### config.mk
export PLATFORM = sky130hd
export DESIGN_NAME = mm_ctrl
export DESIGN_NICKNAME = d
export VERILOG_FILES = /design/src/sv/mm_pkg.sv /design/src/sv/mm_ctrl.sv
export SDC_FILE = /design/constraint.sdc
export NUM_CORES = 1
export LEC_CHECK = 0
export BUFFER_PORTS_ARGS = -buffer_cell sky130_fd_sc_hd__clkbuf_2
export CAP_MARGIN = 40
export CORE_ASPECT_RATIO = 0.5
export CORE_MARGIN = 2
export CORE_UTILIZATION = 65
export CTS_CLUSTER_DIAMETER = 60
export CTS_CLUSTER_SIZE = 14
export DETAILED_ROUTE_END_ITERATION = 6
export PLACE_DENSITY_LB_ADDON = 0.1
export SKIP_CTS_REPAIR_TIMING = 1
export SYNTH_ARGS = -nofsm -noshare
export SYNTH_HDL_FRONTEND = slang
export SYNTH_SLANG_ARGS = --single-unit
### constraint.sdc
create_clock -name clk -period 14.7 [get_ports clk]
set_input_delay 2.94 -clock clk [delete_from_list [all_inputs] [get_ports clk]]
set_output_delay 2.94 -clock clk [all_outputs]
set_load 0.05 [all_outputs]
### src/sv/mm_pkg.sv
// shared constants, types and helpers for the matrix multiply block
`default_nettype none

package mm_pkg;

  localparam int MAX_DIM     = 8;
  localparam int FRAC_BITS   = 16;

  localparam int ELEM_W      = 32;
  localparam int DIM_W       = 4;
  localparam int IDX_W       = 3;
  localparam int REG_IDX_W   = 2;
  localparam int STORE_DEPTH = MAX_DIM * MAX_DIM;
  localparam int ADDR_W      = $clog2(STORE_DEPTH);
  localparam int CNT_W       = $clog2(STORE_DEPTH + 1);
  localparam int PROD_W      = 2 * ELEM_W;
  localparam int ACC_W       = PROD_W + $clog2(MAX_DIM);

  localparam logic [REG_IDX_W-1:0] REG_ROWS_A = 2'd0;
  localparam logic [REG_IDX_W-1:0] REG_INNER  = 2'd1;
  localparam logic [REG_IDX_W-1:0] REG_COLS_B = 2'd2;

  localparam logic [0:0] REQ_A = 1'b0;
  localparam logic [0:0] REQ_B = 1'b1;

  typedef struct packed {
    logic              wr_a;
    logic              wr_b;
    logic [ADDR_W-1:0] wr_addr;
    logic              rd_en;
    logic [ADDR_W-1:0] rd_a_addr;
    logic [ADDR_W-1:0] rd_b_addr;
    logic              first;
    logic              last_k;
    logic              last_elem;
    logic [IDX_W-1:0]  row;
    logic [IDX_W-1:0]  col;
  } ctrl_cmd_t;

  typedef struct packed {
    logic last_out;
  } dp_status_t;

  function automatic logic [DIM_W-1:0] eff_dim(input logic [DIM_W-1:0] v);
    logic [DIM_W-1:0] r;
    if (v == '0) begin
      r = DIM_W'(1);
    end else if (v > DIM_W'(MAX_DIM)) begin
      r = DIM_W'(MAX_DIM);
    end else begin
      r = v;
    end
    return r;
  endfunction

endpackage

`default_nettype wire

### src/sv/mm_ctrl.sv
// controller: config registers, load counters and compute sequencer
`default_nettype none

module mm_ctrl (
  input  wire logic                          clk,
  input  wire logic                          rst,
  input  wire logic                          start,
  input  wire logic                          req_type,
  input  wire logic                          cfg_we,
  input  wire logic [mm_pkg::REG_IDX_W-1:0]  cfg_index,
  input  wire logic [mm_pkg::DIM_W-1:0]      cfg_data,
  input  wire mm_pkg::dp_status_t            status,
  output logic                               busy,
  output mm_pkg::ctrl_cmd_t                  cmd
);
  import mm_pkg::*;

  localparam logic [1:0] ST_IDLE  = 2'd0;
  localparam logic [1:0] ST_RUN   = 2'd1;
  localparam logic [1:0] ST_DRAIN = 2'd2;

  logic [1:0]       state, state_next;
  logic [DIM_W-1:0] rows_a, inner, cols_b;
  logic [DIM_W-1:0] nr, nk, nc;
  logic [CNT_W-1:0] a_size, b_size;
  logic [CNT_W-1:0] a_cnt, a_cnt_next, b_cnt, b_cnt_next;
  logic [IDX_W-1:0] i_cnt, i_next, j_cnt, j_next, k_cnt, k_next;
  logic             accept, a_room, b_room, last_i, last_j, last_k;
  logic [CNT_W-1:0] a_addr_full, b_addr_full;

  assign nr     = eff_dim(rows_a);
  assign nk     = eff_dim(inner);
  assign nc     = eff_dim(cols_b);
  assign a_size = CNT_W'(nr) * CNT_W'(nk);
  assign b_size = CNT_W'(nk) * CNT_W'(nc);

  assign busy   = (state != ST_IDLE);
  assign accept = start && (state == ST_IDLE);
  assign a_room = (a_cnt < a_size);
  assign b_room = (b_cnt < b_size);

  assign last_i = ((DIM_W'(i_cnt) + DIM_W'(1)) == nr);
  assign last_j = ((DIM_W'(j_cnt) + DIM_W'(1)) == nc);
  assign last_k = ((DIM_W'(k_cnt) + DIM_W'(1)) == nk);

  assign a_addr_full = CNT_W'(i_cnt) * CNT_W'(nk) + CNT_W'(k_cnt);
  assign b_addr_full = CNT_W'(k_cnt) * CNT_W'(nc) + CNT_W'(j_cnt);

  always_comb begin
    state_next = state;
    a_cnt_next = a_cnt;
    b_cnt_next = b_cnt;
    i_next     = i_cnt;
    j_next     = j_cnt;
    k_next     = k_cnt;

    cmd           = '0;
    cmd.wr_addr   = (req_type == REQ_B) ? b_cnt[ADDR_W-1:0] : a_cnt[ADDR_W-1:0];
    cmd.rd_a_addr = a_addr_full[ADDR_W-1:0];
    cmd.rd_b_addr = b_addr_full[ADDR_W-1:0];
    cmd.row       = i_cnt;
    cmd.col       = j_cnt;
    cmd.first     = (k_cnt == '0);
    cmd.last_k    = last_k;
    cmd.last_elem = last_i && last_j && last_k;

    unique case (state)
      ST_IDLE: begin
        if (accept) begin
          if (req_type == REQ_A && a_room) begin
            cmd.wr_a   = 1'b1;
            a_cnt_next = a_cnt + CNT_W'(1);
          end
          if (req_type == REQ_B && b_room) begin
            cmd.wr_b   = 1'b1;
            b_cnt_next = b_cnt + CNT_W'(1);
          end
          if (a_cnt_next >= a_size && b_cnt_next >= b_size) begin
            state_next = ST_RUN;
            a_cnt_next = '0;
            b_cnt_next = '0;
            i_next     = '0;
            j_next     = '0;
            k_next     = '0;
          end
        end
      end
      ST_RUN: begin
        cmd.rd_en = 1'b1;
        if (last_k) begin
          k_next = '0;
          if (last_j) begin
            j_next = '0;
            if (last_i) begin
              state_next = ST_DRAIN;
            end else begin
              i_next = i_cnt + IDX_W'(1);
            end
          end else begin
            j_next = j_cnt + IDX_W'(1);
          end
        end else begin
          k_next = k_cnt + IDX_W'(1);
        end
      end
      ST_DRAIN: begin
        if (status.last_out) begin
          state_next = ST_IDLE;
        end
      end
      default: begin
        state_next = ST_IDLE;
      end
    endcase
  end

  always_ff @(posedge clk) begin
    if (rst) begin
      state  <= ST_IDLE;
      a_cnt  <= '0;
      b_cnt  <= '0;
      i_cnt  <= '0;
      j_cnt  <= '0;
      k_cnt  <= '0;
      rows_a <= DIM_W'(MAX_DIM);
      inner  <= DIM_W'(MAX_DIM);
      cols_b <= DIM_W'(MAX_DIM);
    end else begin
      state <= state_next;
      a_cnt <= a_cnt_next;
      b_cnt <= b_cnt_next;
      i_cnt <= i_next;
      j_cnt <= j_next;
      k_cnt <= k_next;
      if (cfg_we) begin
        unique case (cfg_index)
          REG_ROWS_A: rows_a <= cfg_data;
          REG_INNER:  inner  <= cfg_data;
          REG_COLS_B: cols_b <= cfg_data;
          default: begin
          end
        endcase
      end
    end
  end

endmodule

`default_nettype wire

==> reports/metrics.cfg, run 1 <==
[worst_setup_path]
worstPathMaxFanout = 21
slowest_stage = a222oi_1
start_kind = flip-flop
critPathRequiredTime_ns = 11.76
max_stage_delay_ns = 0.64
cp_common_cell = fa_1
cp_cell_sequence = nor2b_1 -> nand3_1 -> fa_1 -> inv_1 -> fa_1 -> fa_1 -> xnor2_1 -> ha_1 -> o2111a_1 -> o41ai_1 -> a222oi_1 -> nor2_1 -> inv_1 -> nor2_1 -> clkbuf_2
criticalPathCategory = reg -> out
critical_path_arrival_ns = 5.19
endpoint_kind = output port

[cts]
clock_sinks = 37
cts_tree = built
worstSkewPairLatency_ns = 0.28
cts_inserted_buffers = 5
cts_buffer_depth = 2
clk_pin_slew_worst_paths_ns = 0.05
root_buffer = clkbuf_16
htreeDepth = 2

[floorplanning]
die_w_um = 121
ios = 43
design.core.area_um2 = 6650
dieArea_um2 = 7550
rows = 21
initial_core_util_pct = 66.8
fp.dieH_um = 62.5

[sta]
period_share_pct = 55.3
finalCriticalPeriod_ns = 8.13
max_freq_ghz = 0.123
hold_viol_final = 0
rsz0062_at_grt = false
finalSetupViolations = 0
worst_pin_slew_ns = 0.781
setup-tns-final_ns = 0
setup_slack_ns = 6.57
slew_viol_final = 0
clock_skew_ns = 0.00464
fin_hold_ws_ns = 0.519
max_slew_margin_pct = 48.0

[global_routing]
groute.usage.overall_pct = 29.7
antenna_found_initial = 0
grt_pass1_vias = 3920
grt_max_degree = 35
grt_pass1_wl_um = 18300
grt.overflow.total = 0

[hold_path]
holdCritPathClass = reg -> reg

[detailed_routing]
wl_um = 10200
drt-initial-drc-count = 212
routedWlPerCell_um = 14.9
ant_nets = 0
dr.pass1.iters = 5
vias = 4027
drc = 0
routed_via_density = 5.89

[status]
outcome = completed

[logic_synthesis]
synth_flop_cell = dfxtp_1
syn_inst = 569
synth_cell_type_count = 54
async_reset_ff_share_pct = 0
syn_area_um2 = 4440
synth_seq_area_share_pct = 16.7
ys_warn_count = 0
avgSynthCellArea_um2 = 7.81
ys_seq_elements = 37
synth_edf_count = 0
syn_nets = 661

[power_and_ir_drop]
ir_drop_v = 0.0000473
total_power_w = 0.000265
p_per_area_nw_per_um2 = 55.0
power_leakage_nw = 2.33

[cells_and_area]
nets = 684
insertedDiodeCount = 0
area_delta_synth_final_pct = 8.51
drive_gt1_share_pct = 11.5

[place]
place_worst_setup_slack_ns = 6.77
hpwl_um = 7920
portBuffers = 42
place_congestion = 0.861

[flow_run]
maxCapViolCount = 0

-- critical path: cells and delay by family (launching register included) --
| kind | cells | cell delay, ns |
|---|---|---|
| flip-flops | 1 | 0.51 |
| buffers and inverters | 3 | 0.45 |
| adder cells (fa/ha/maj) | 4 | 1.87 |
| AO/OA/AOI/OAI | 3 | 0.92 |
| AND/OR/NAND/NOR | 4 | 0.99 |
| XOR/XNOR | 1 | 0.17 |
-- registers in the layout, indices dropped and copies added (netlist names) --
name / count
a_cnt: 7
b_cnt: 7
cols_b: 4
inner: 4
rows_a: 4
i_cnt: 3
j_cnt: 3
k_cnt: 3
state: 2
-- final timing paths --
path         depth (start not counted)        end  slack [ns]  startpoint
min reg2reg                          2  cols_b[0]        0.52   cols_b[0]
min                                  2  cols_b[0]        0.52   cols_b[0]
max reg2reg                         24   state[0]        7.79    inner[3]
max                                 15    cmd[29]        6.57    inner[3]
-- layout by cell type, fill, tap and decap left out, types with 7 or more instances in the layout --
cell type and instances:
nor2_1 61, nand2_1 56, nor2b_1 8, mux2_2 7, fa_1 16, dfxtp_1 37, a31oi_1 8, nor3_1 11
nand3_1 34, a21oi_1 39, xnor2_1 23, a21o_1 12, clkbuf_2 42, nand2b_1 7, ha_1 64, xor2_1 14
inv_1 32, o21ai_0 9, and2_1 20, mux2i_1 13
-- synthesized netlist by cell type, drive strengths merged (5+ instances only) --
master	number	area, um2
nor2b	8	50.1
mux2	8	90.1
fa	16	320
a21o	12	90.1
xor2	14	123
a31oi	8	50.1
xnor2	24	218
dfxtp	37	741
nand2b	7	43.8
nand2	56	210
buf	5	30.0
nand3	34	170
inv	32	120
a21oi	39	195
mux2i	13	130
ha	64	801
nor2	61	229
o211ai	6	50.1
clkbuf	23	86.3
o21ai	15	75.1
nor3	11	55.1
nand3b	6	45.0
and2	20	125
-- area by class of cell --
| type | count | area [um2] |
|---|---|---|
| Sequential cell | 37 | 741 |
| Fill cell | 555 | 1830 |
| Inverter | 33 | 124 |
| Tap cell | 92 | 115 |
| Clock inverter | 1 | 7.51 |
| Clock buffer | 6 | 139 |
| Timing Repair Buffer | 44 | 233 |
| Multi-Input combinational cell | 471 | 3460 |
-- metrics by stage --
step | utilization (%) | instances | instance area (um2)
final | 72.5 | 684 | 4820
after global routing | 72.5 | 684 | 4820
after CTS | 72.5 | 684 | 4820
after detailed placement | 70.3 | 677 | 4670
after global placement | 70.1 | 676 | 4660
after floorplan | - | 569 | 4440
-- logic make-up (layout without fill, tap and decap cells) --
group | after synthesis | after routing | share of synthesized area [%]
simple gates | 222 | 222 | 23.7
compound gates | 110 | 110 | 16.4
fa+ha+maj | 80 | 80 | 25.2
buf+inv | 61 | 84 | 5.41
xor+xnor | 38 | 38 | 7.66
flops | 37 | 37 | 16.7
mux | 21 | 21 | 4.96
-- layer usage --
metal / up-vias / track usage [%] / wire length [um]
li1: 2023 / - / -
met1: 1874 / 41.6 / 4880
met2: 118 / 48.9 / 4620
met3: 12 / 4.01 / 601
met4: 0 / 6.98 / 112
met5: - / 0 / 0
-- where the power goes --
group / switching, W / internal [W] / total (W)
clock: 0.0000421 / 0.0000665 / 0.000109
sequential: 0.00000503 / 0.000103 / 0.000108
combinational: 0.0000302 / 0.0000187 / 0.0000488
total: 0.0000773 / 0.000188 / 0.000265
(Power assumes the default switching activity.)
==> run 2: changes to the inputs <==
- ABC_AREA: not set -> 1
- CORE_UTILIZATION: 65 -> 55
- clock period: 14.7 -> 7.07 ns (I/O delays scaled with it)
==> run 2 against run 1 <==
Compared with the run above: critical path depth decreased by 2; global-route usage decreased by 3.9 points; sequential cell count unchanged; synthesized cell count increased by 17%; area after synthesis increased by 1.9%; first-iteration DRC count increased by 43%; clock power increased by 140%; die area increased by 19%; wire length increased by 6.0%; clock-buffer cell count decreased by 1.
==> reports/metrics.cfg, run 2 <==
[sta]
worst_pin_slew_ns = 0.651
setup-tns-final_ns = 0
period_share_pct = 84.0
clock_skew_ns = 0.00421
max_slew_margin_pct = 56.5
max_freq_ghz = 0.168
finalSetupViolations = 0
setup_slack_ns = 1.13
hold_viol_final = 0
finalCriticalPeriod_ns = 5.94
rsz0062_at_grt = false
slew_viol_final = 0

[global_routing]
grt_pass1_wl_um = 18500
grt.overflow.total = 0
groute.usage.overall_pct = 25.8
antenna_found_initial = 0
grt_pass1_vias = 3853
grt_max_degree = 22

[logic_synthesis]
synth_flop_cell = dfxtp_1
synth_seq_area_share_pct = 16.4
ys_seq_elements = 37
synth_top_area_share_pct = 17.7
synthTopCellsByArea = ha_1, dfxtp_1, nand2_1
syn_area_um2 = 4530
avgSynthCellArea_um2 = 6.78
yosysMostFrequentCell = nand2_1
synth_edf_count = 0
async_reset_ff_share_pct = 0
ys_warn_count = 0
yosys-top-cells-count = nand2_1, inv_1, nor2_1
yosys.area.top_type = ha_1
synth_cell_type_count = 42
syn_inst = 667
syn_nets = 759

[flow_run]
maxCapViolCount = 0

[worst_setup_path]
critPathRequiredTime_ns = 5.66
criticalPathCategory = reg -> out
cp_cell_sequence = a21oi_2 -> nand2_1 -> fa_1 -> inv_1 -> fa_1 -> fa_1 -> xnor2_1 -> ha_1 -> a21oi_1 -> nand3b_4 -> nand3_4 -> nor2_1 -> clkbuf_2
timing.critical_path.buf_inv = 2
endpoint_kind = output port
crit_start = inner[3]
worstSetupPathDepth = 13
crit_family = adder cells
r2r_start = inner[3]
worstPathMaxFanout = 12
slowest_stage = fa_1
critical_path_arrival_ns = 4.53
cp_common_cell = fa_1
timing.rr.end = j_cnt[1]
worst_r2r_path_depth = 25
start_kind = flip-flop
reg2reg_slack_ns = 1.23
max_stage_delay_ns = 0.59

[place]
hpwl_um = 8870
portBuffers = 42
place_worst_setup_slack_ns = 1.32
dpl.cell_count = 812
place_congestion = 0.985

[cells_and_area]
insertedDiodeCount = 0
nets = 799
fillers = 771
drive_gt1_share_pct = 11.2
area_delta_synth_final_pct = 10.4
layout.cells.non_filler = 820
reg_top3 = a_cnt: 7 flops, b_cnt: 7 flops
layout_commonest_cell = nand2_1
final_cell_mix = nand2_1, inv_1, nor2_1

[floorplanning]
rows = 23
ios = 43
dieArea_um2 = 9010
design.core.area_um2 = 8000
die_w_um = 132
fp.dieH_um = 68.1
initial_core_util_pct = 56.6

[hold_path]
holdCritPathClass = reg -> reg
hold_start = rows_a[0]
hold_end = rows_a[0]
hold_depth = 2

[power_and_ir_drop]
p_per_area_nw_per_um2 = 271
ir_drop_v = 0.000143
power_leakage_nw = 2.73

[cts]
cts_tree = built
clock_sinks = 37
worstSkewPairLatency_ns = 0.29
root_buffer = clkbuf_16
htreeDepth = 2
cts_inserted_buffers = 5
cts_buffer_depth = 2
clk_pin_slew_worst_paths_ns = 0.06

[detailed_routing]
dr.pass1.iters = 5
drt-initial-drc-count = 303
routed_via_density = 5.17
routedWlPerCell_um = 13.2
wl_um = 10800
ant_nets = 0
drc = 0
vias = 4237

[status]
outcome = completed

[run 2: cell types whose count changed after synthesis, moves of 13 or more]
cell,change
nand2_1,+92
inv_1,+75
nor2_1,+24
and2_1,-19
clkbuf_1,-19
mux2i_1,-13
[run 2: cells by family after synthesis]
| kind of cell | synth area share, % |
|---|---|
| multiplexers | 0.249 |
| XOR/XNOR | 7.16 |
| AND/OR/NAND/NOR | 32.7 |
| AO/OA/AOI/OAI | 8.10 |
| adder cells (fa/ha/maj) | 24.8 |
| flip-flops | 16.4 |
| buffers and inverters | 10.6 |
[run 2: worst max path at each step]
| stage | end |
|---|---|
| finish | cmd[28] |
| global placement | j_cnt[1] |
| floorplan | cmd[28] |
| detailed placement | j_cnt[0] |
| CTS | cmd[28] |
| global route | a_cnt[2] |
[run 2: layer usage]
| layer | GRT usage, % | wire [um] | vias to the layer above |
|---|---|---|---|
| met5 | 0 | 0 | - |
| met4 | 5.38 | 90 | 0 |
| met3 | 4.22 | 686 | 8 |
| met2 | 42.5 | 4440 | 121 |
| met1 | 36.2 | 5620 | 1907 |
| li1 | - | - | 2201 |
[run 2: tightest hold or removal path, delay by kind of cell, from the launching register on]
family | cells | cell delay [ns]
buffers and inverters | 1 | 0.07
DFF | 1 | 0.30
AOI/OAI and AO/OA | 1 | 0.06
[run 2: layout make-up]
cell class                      instances  area (um2)  share of cell area, %
Multi-Input combinational cell        506        3300                   66.1
Sequential cell                        37         741                   14.8
Inverter                              115         432                   8.64
Timing Repair Buffer                   42         210                   4.21
Tap cell                              112         140                   2.80
Clock buffer                            5         125                   2.50
Clock inverter                          3        46.3                  0.926
[run 2: report_power, final]
group | switching [W] | total, W | internal [W]
clock | 0.000100 | 0.000267 | 0.000167
sequential | 0.0000641 | 0.000312 | 0.000248
combinational | 0.000562 | 0.000777 | 0.000215
total | 0.000726 | 0.00136 | 0.000630
[run 2: through the flow]
step           hold slack, ns  util [%]  total power [W]  area, um2
2_1_floorplan           0.430         -         0.000931       4530
3_3_place_gp            0.462      60.3          0.00108       4830
3_5_place_dp            0.469      60.3          0.00109       4830
4_1_cts                 0.479      62.5          0.00135       5000
5_1_grt                 0.522      62.5          0.00145       5000
6_report                0.477      62.5          0.00136       5000
